`config.mk`:
```
export PLATFORM = sky130hd
export DESIGN_NAME = qcm_isqrt
export DESIGN_NICKNAME = d
export VERILOG_FILES = /design/src/design/qcm_pkg.sv /design/src/design/qcm_isqrt.sv
export SDC_FILE = /design/constraint.sdc
export NUM_CORES = 2
export LEC_CHECK = 0
export BUFFER_PORTS_ARGS = -buffer_cell sky130_fd_sc_hd__buf_2
export CAP_MARGIN = 20
export CORE_ASPECT_RATIO = 0.8
export CORE_MARGIN = 1.5
export CORE_UTILIZATION = 45
export CTS_CLUSTER_DIAMETER = 60
export CTS_CLUSTER_SIZE = 12
export DETAILED_ROUTE_END_ITERATION = 8
export PLACE_DENSITY = 0.66
export SLEW_MARGIN = 20
export SYNTH_ARGS = -nofsm -noshare
export SYNTH_HDL_FRONTEND = slang
export SYNTH_SLANG_ARGS = --single-unit
```
`constraint.sdc`:
```
create_clock -name clk -period 4.18 [get_ports clk]
set_clock_uncertainty 0.05 [all_clocks]
set_input_delay 0.418 -clock clk [delete_from_list [all_inputs] [get_ports clk]]
set_output_delay 0.418 -clock clk [all_outputs]
set_load 0.05 [all_outputs]
```
`src/design/qcm_pkg.sv`:
```
// Shared types, constants and helper functions for the quad corner metrics unit.
// No dependencies.
package qcm_pkg;

    localparam int unsigned COORD_W = 18;
    localparam int unsigned EDGE_W  = 19;
    localparam int unsigned PROD_W  = 40;
    localparam int unsigned CORD_W  = 46;
    localparam int unsigned Z_W     = 33;
    localparam int unsigned STEPS   = 31;
    localparam int unsigned SQ_W    = 42;
    localparam int unsigned ROOT_W  = 21;
    localparam logic signed [Z_W-1:0] HALF_PI_Q30 = 33'sd1686629713;

    typedef logic signed [COORD_W-1:0] coord_t;
    typedef logic signed [EDGE_W-1:0]  edge_t;

    // Control word that travels with each pipeline stage
    typedef struct packed {
        logic valid;
        logic degen;
    } stage_ctl_t;

    // Angle step table, Q30 radians
    function automatic logic [29:0] atan_q30(input logic [4:0] idx);
        logic [29:0] v;
        case (idx)
            5'd0:    v = 30'd843314857;
            5'd1:    v = 30'd497837829;
            5'd2:    v = 30'd263043837;
            5'd3:    v = 30'd133525159;
            5'd4:    v = 30'd67021687;
            5'd5:    v = 30'd33543516;
            5'd6:    v = 30'd16775851;
            5'd7:    v = 30'd8388437;
            5'd8:    v = 30'd4194283;
            5'd9:    v = 30'd2097149;
            default: v = 30'd1 << (5'd30 - idx);
        endcase
        return v;
    endfunction

endpackage

```
`src/design/qcm_isqrt.sv`:
```
// Pipelined rounded integer square root, one result bit per stage.
// Depends on qcm_pkg.
module qcm_isqrt
    import qcm_pkg::*;
(
    input  logic              clk,
    input  logic              en,
    input  logic [SQ_W-1:0]   val,
    output logic [ROOT_W:0]   root
);

    logic [SQ_W-1:0]   rem_reg  [ROOT_W+1];
    logic [ROOT_W:0]   r_reg    [ROOT_W+1];

    always_ff @(posedge clk)
    begin
        if (en)
        begin
            rem_reg[0] <= val;
            r_reg[0]   <= '0;
        end
    end

    // Restoring digit-by-digit square root, MSB first
    for (genvar k = 0; k < ROOT_W; k++)
    begin : g_bit
        localparam int unsigned B = ROOT_W - 1 - k;
        logic [SQ_W+1:0] trial;
        assign trial = ((SQ_W+2)'(r_reg[k]) << (B + 1)) + ((SQ_W+2)'(1) << (2 * B));
        always_ff @(posedge clk)
        begin
            if (en)
            begin
                if ((SQ_W+2)'(rem_reg[k]) >= trial)
                begin
                    rem_reg[k+1] <= rem_reg[k] - SQ_W'(trial);
                    r_reg[k+1]   <= r_reg[k] | ((ROOT_W+1)'(1) << B);
                end
                else
                begin
                    rem_reg[k+1] <= rem_reg[k];
                    r_reg[k+1]   <= r_reg[k];
                end
            end
        end
    end

    // Round up when remainder exceeds root
    assign root = r_reg[ROOT_W] +
        ((ROOT_W+1)'((SQ_W+1)'(rem_reg[ROOT_W]) > (SQ_W+1)'(r_reg[ROOT_W])));

endmodule

```
== After elaboration in Yosys (flattened, before gate mapping) ==
Memories as Yosys holds them, arrays and structs flattened.
Cells that the tools add are included.

* Register bits: 0
* Bits in latches: 0
* Memory bits (writable): 1,408
* Memory bits (read-only): 0
* Output and inout bits: 22
* Logic and storage cells: 279
* Memories kept: 2

* Add/sub/neg operators: 43
* Multipliers: 0
* Divide/modulo/power cells: 0
* Order comparisons: 22
* Eq/ne operators: 0
* Shift operators: 0
* Mux-type cells: 170
* Bitwise logic cells: 42
* Reduce and logical (&&, ||, !) cells: 0

{| class="wikitable"
|+ Memory list
! memory !! words !! bits a word !! rd ports !! clocked after memory_dff !! write ports !! line !! source
|-
| rem_reg || 22 || 42 || 22 || 0 || 22 || qcm_isqrt.sv:12 || <nowiki>logic [SQ_W-1:0] rem_reg [ROOT_W+1];</nowiki>
|-
| r_reg || 22 || 22 || 22 || 0 || 22 || qcm_isqrt.sv:13 || <nowiki>logic [ROOT_W:0] r_reg [ROOT_W+1];</nowiki>
|}

{| class="wikitable"
|+ Operator list
! cell !! number
|-
| 42-bit 2-to-1 mux || 21
|-
| 22-bit 2-to-1 mux || 21
|-
| 1-bit 2-to-1 mux || 128
|-
| 42-bit subtractor || 3
|-
| 43-bit by 41-bit adder with 44-bit output (second input constant) || 1
|-
| 42-bit by 44-bit >= comparator with 1-bit output || 1
|-
| 42-bit by 39-bit adder with 43-bit output (second input constant) || 1
|-
| 42-bit by 43-bit >= comparator with 1-bit output || 1
|-
| 41-bit by 37-bit adder with 42-bit output (second input constant) || 1
|-
| 42-bit by 24-bit >= comparator with 1-bit output || 1
|-
| 42-bit by 25-bit >= comparator with 1-bit output || 1
|-
| 42-bit by 26-bit >= comparator with 1-bit output || 1
|-
| 42-bit by 27-bit >= comparator with 1-bit output || 1
|-
| 42-bit by 28-bit >= comparator with 1-bit output || 1
|-
| 42-bit by 29-bit >= comparator with 1-bit output || 1
|-
| 42-bit by 30-bit >= comparator with 1-bit output || 1
|-
| 42-bit by 31-bit >= comparator with 1-bit output || 1
|-
| 42-bit by 32-bit >= comparator with 1-bit output || 1
|-
| 42-bit by 33-bit >= comparator with 1-bit output || 1
|-
| 42-bit by 34-bit >= comparator with 1-bit output || 1
|-
| 42-bit by 35-bit >= comparator with 1-bit output || 1
|-
| 42-bit by 36-bit >= comparator with 1-bit output || 1
|-
| 42-bit by 37-bit >= comparator with 1-bit output || 1
|-
| 42-bit by 38-bit >= comparator with 1-bit output || 1
|-
| 43 further kinds || 84
|}

== Depth between registers and ports, before layout ==
An unclocked memory read counts as a cell.

* Depth after elaboration: 7
* Depth in mapped cells: 18
* Gate-level depth less buffers: 18

== Worst setup path after synthesis ==
OpenSTA, ideal clock, no wires.

* Kind: register to output
* Start point: memory r_reg[5][39] (netlist bit)
* End point: output port root[20]
* Arrival time: 3.514 ns
* Required time: 3.712 ns
* Setup slack: 0.198 ns
* Cell stages (with the launch flop): 17
* Buffers on the path: 0
* Cells stage by stage: edfxtp_1 -> inv_1 -> ha_1 -> and4_1 -> nand3_1 -> nor3_1 -> o21ai_0 -> o211a_1 -> o21ai_0 -> ha_1 -> ha_1 -> nand3_1 -> nor2_1 -> and2_1 -> and3_1 -> nand4_1 -> xnor2_1

{| class="wikitable"
|+ RTL lines
! what !! line !! source
|-
| start: declaration || qcm_isqrt.sv:13 ||
|-
| end: declaration || qcm_isqrt.sv:9 || <nowiki>output logic [ROOT_W:0] root</nowiki>
|}

==> flow_metrics.tcl <==
set metrics [dict create \
    status "finished, violations left" \
    violations "negative setup slack" \
    routed-via-count 35600 \
    rsz0062_at_grt "yes" \
    dr.pass1.iters 6 \
    period_share 1.05 \
    grt_max_degree 167 \
    cap_violations 0 \
    critPathLaunchType "flop" \
    worstSkewPairLatency_ns 0.74 \
    p_int_w 0.0216 \
    crit_fanout 3 \
    ys_types 93 \
    hp-class "in2reg" \
    worstPathRequired_ns 3.71 \
    drc 0 \
    layout.nets 4949 \
    dpl_cell_area_um2 58300 \
    finalInstanceArea_um2 62600 \
    ys_ff_latch 1155 \
    start_util 0.454 \
    cts-root-buf "clkbuf_16" \
    layout_min_cycle_time_ns 4.37 \
    netSwitchingFraction 0.284 \
    drive_above_1_share 0.0867 \
    reg2reg_depth 9 \
    finalSetupTns_ns -1.35 \
    holdWs_ns 0.0902 \
    rrSetupSlack_ns 0.33 \
    clkPwrFrac 0.302 \
    p_leak_nw 23.3 \
    hpwl_um 91800 \
    worstReg2RegEnd "rem_reg[1][246]$_DFFE_PP_" \
    gp_congestion 0.893 \
    hold_viol 0 \
    relSlewSlack 0.273 \
    slew_viol_final 0 \
    die-area_um2 126000 \
    cts.sinks 1155 \
    grtUsageTotal 0.197 \
    combPwrFrac 0.183 \
    diodes 0 \
    yosysWarnings 0 \
    largest_register_ffs 924 \
    crit_start "r_reg[5][23]$_DFFE_PP_" \
    synth-async-reset-ratio 0 \
    cts_tree "yes" \
    area_growth_pct 12.2 \
    end_kind "primary output" \
    fmax_mhz 229 \
    final_cells 6300 \
    synthesis.nets 4733 \
    wl_um 126000 \
    cp-endpoint "root[20]" \
    grt_pass1_wl_um 194000 \
    yosysSeqAreaShare 0.622 \
    drtIter0Drc 3636 \
    p_switching_w 0.00855 \
    finalSetupViolations 14 \
    power_density_nw_per_um2 481 \
    via_per_inst 5.65 \
    ant_nets 0 \
    postSynthAreaPerCell_um2 12.6 \
    cts_made_buffers 111 \
    antenna_found_initial 2 \
    ios 66 \
    clkTransAtPathRegs_ns 0.06 \
    synth_edf_count 1155 \
    ys.flop_type "edfxtp_1" \
    fin_ws_ns -0.194 \
    drt-wirelength-per-cell_um 20.0 \
    pwr-share-seq 0.516 \
    overflow 0 \
    placed_cells 6088 \
    fill_cells 10500 \
    dieHeight_um 318 \
    core_area_um2 123000 \
    port_buffers 65 \
    netlist_area_um2 55800 \
    syn_inst 4415 \
    post-route-util 0.509 \
    crit_type "reg2out" \
    worst_pin_slew_ns 1.08 \
    r2r_start "rem_reg[1][190]$_DFFE_PP_" \
    rows 115 \
    arrival_ns 3.91 \
    vdd_drop_max_mv 0.371 \
    die_width_um 397 \
    grt_pass1_vias 33200 \
    clock_path_buffers 3 \
    cts_max_level 3 \
]
cell usage after synthesis, drive strengths merged, types with 12 or more instances:
master	instances	area, um2
or3	50	318
nor2b	33	206
nor3	144	726
inv	327	1230
a31oi	17	106
buf	20	133
o31ai	31	238
nor4b	20	175
a21boi	12	93.8
a211oi	26	195
a21o	69	518
mux2	34	387
o21ai	251	1260
nand2b	55	344
or4	28	221
nand4	75	469
ha	274	3430
nand2	327	1230
and2	15	93.8
xor2	197	1730
nor4	138	863
nor2	251	958
and3	21	131
nand4b	17	149
nand3	60	300
or2	18	115
clkbuf	74	278
o21a	62	465
a2111oi	13	121
nand3b	24	180
nor3b	15	118
o211ai	15	113
edfxtp	1155	34700
a21oi	187	936
xnor2	214	1870
power by group through the flow:
stage,registers (W),logic [W],clock network (W)
6_report,0.0155,0.00550,0.00908
3_3_place_gp,0.0157,0.00521,0
4_1_cts,0.0155,0.00539,0.00929
2_1_floorplan,0.0153,0.00399,0
3_5_place_dp,0.0157,0.00526,0
5_1_grt,0.0156,0.00611,0.00972
placed cells by master, fill, tap and decap left out, drive strengths merged, types with 17 or more instances in the layout:
| cell | Yosys | final |
|---|---|---|
| nand2 | 327 | 327 |
| buf | 20 | 154 |
| or3 | 50 | 50 |
| o31ai | 31 | 31 |
| or4 | 28 | 28 |
| clkinv | 0 | 23 |
| xnor2 | 214 | 214 |
| clkbuf | 74 | 117 |
| edfxtp | 1155 | 1155 |
| mux2 | 34 | 34 |
| nand4 | 75 | 75 |
| a31oi | 17 | 17 |
| nand4b | 17 | 17 |
| inv | 327 | 329 |
| a21o | 69 | 69 |
| nor4b | 20 | 20 |
| ha | 274 | 274 |
| and3 | 21 | 21 |
| nor3 | 144 | 144 |
| a211oi | 26 | 26 |
| o21a | 62 | 62 |
| o21ai | 251 | 251 |
| nor4 | 138 | 138 |
| dlygate4sd3 | 0 | 42 |
| a21oi | 187 | 187 |
| nor2 | 251 | 251 |
| nand2b | 55 | 55 |
| xor2 | 197 | 197 |
| nand3b | 24 | 24 |
| or2 | 18 | 18 |
| nor2b | 33 | 33 |
| nand3 | 60 | 60 |
routing by layer:
layer / wire length [um] / GRT usage / vias to the layer above
met3: 10900 / 0.0468 / 181
met4: 2610 / 0.0453 / 2
met2: 49800 / 0.263 / 1253
met1: 62500 / 0.318 / 17300
li1: - / - / 16900
met5: 45 / 0 / -
metrics by stage:
| step | total power [W] | setup WS [ns] |
|---|---|---|
| 3_5_place_dp | 0.0210 | 0.183 |
| 6_report | 0.0301 | -0.194 |
| 5_1_grt | 0.0315 | -0.308 |
| 3_3_place_gp | 0.0209 | 0.337 |
| 2_1_floorplan | 0.0193 | 0.198 |
| 4_1_cts | 0.0302 | -0.214 |
layout make-up:
type | instances | area, um2 | share of cell area
clock inverter | 28 | 328 | 0.00524
sequential | 1155 | 34700 | 0.554
clock buffer | 116 | 2800 | 0.0447
tap | 1638 | 2050 | 0.0328
inverter | 327 | 1230 | 0.0196
multi-input combinational | 2839 | 19900 | 0.317
timing repair buffer | 197 | 1630 | 0.0261
worst max-delay path, stage by stage, from the launching register on:
cell      delay (ns)
edfxtp_1        0.44
inv_2           0.10
ha_4            0.20
nor2b_4         0.12
o21a_1          0.17
o21a_1          0.16
o21a_1          0.17
o21a_1          0.22
o21ai_2         0.12
o211a_1         0.17
o21ai_2         0.07
ha_4            0.18
ha_4            0.17
nand3_4         0.07
nor2_4          0.04
and2_4          0.16
and3_4          0.17
nand4_1         0.09
xnor2_1         0.14
buf_4           0.23
worst min-delay path by stage:
stage	startpoint	end	slack (ns)	depth (start not counted)
2_1_floorplan	rem_reg[0][0]$_DFFE_PP_	rem_reg[0][42]$_DFFE_PP_	0.35	0
4_1_cts	en	rem_reg[2][121]$_DFFE_PP_	0.06	1
3_3_place_gp	rem_reg[0][8]$_DFFE_PP_	rem_reg[0][50]$_DFFE_PP_	0.35	0
5_1_grt	en	rem_reg[2][117]$_DFFE_PP_	0.07	1
6_report	en	rem_reg[2][117]$_DFFE_PP_	0.09	1
3_5_place_dp	rem_reg[0][33]$_DFFE_PP_	rem_reg[0][75]$_DFFE_PP_	0.35	0
cell families (layout without fill, tap and decap cells):
kind of cell	count (synthesis)	in the layout	share of synthesized area
AOI/OAI and AO/OA	786	786	0.0898
DFF	1155	1155	0.622
and+or+nand+nor	1323	1323	0.124
buffers and inverters	421	668	0.0294
muxes	45	45	0.00891
xor gates and xnor gates	411	411	0.0646
adders and majority gates	274	274	0.0615
timing repair:
item,in CTS,in global routing
hold endpoints to repair,42,0
buffers inserted,10,19
pin swaps,15,24
endpoints found under the setup margin,19,23
hold buffers,42,0
resized for setup,64,46
(Power assumes the default switching activity.)
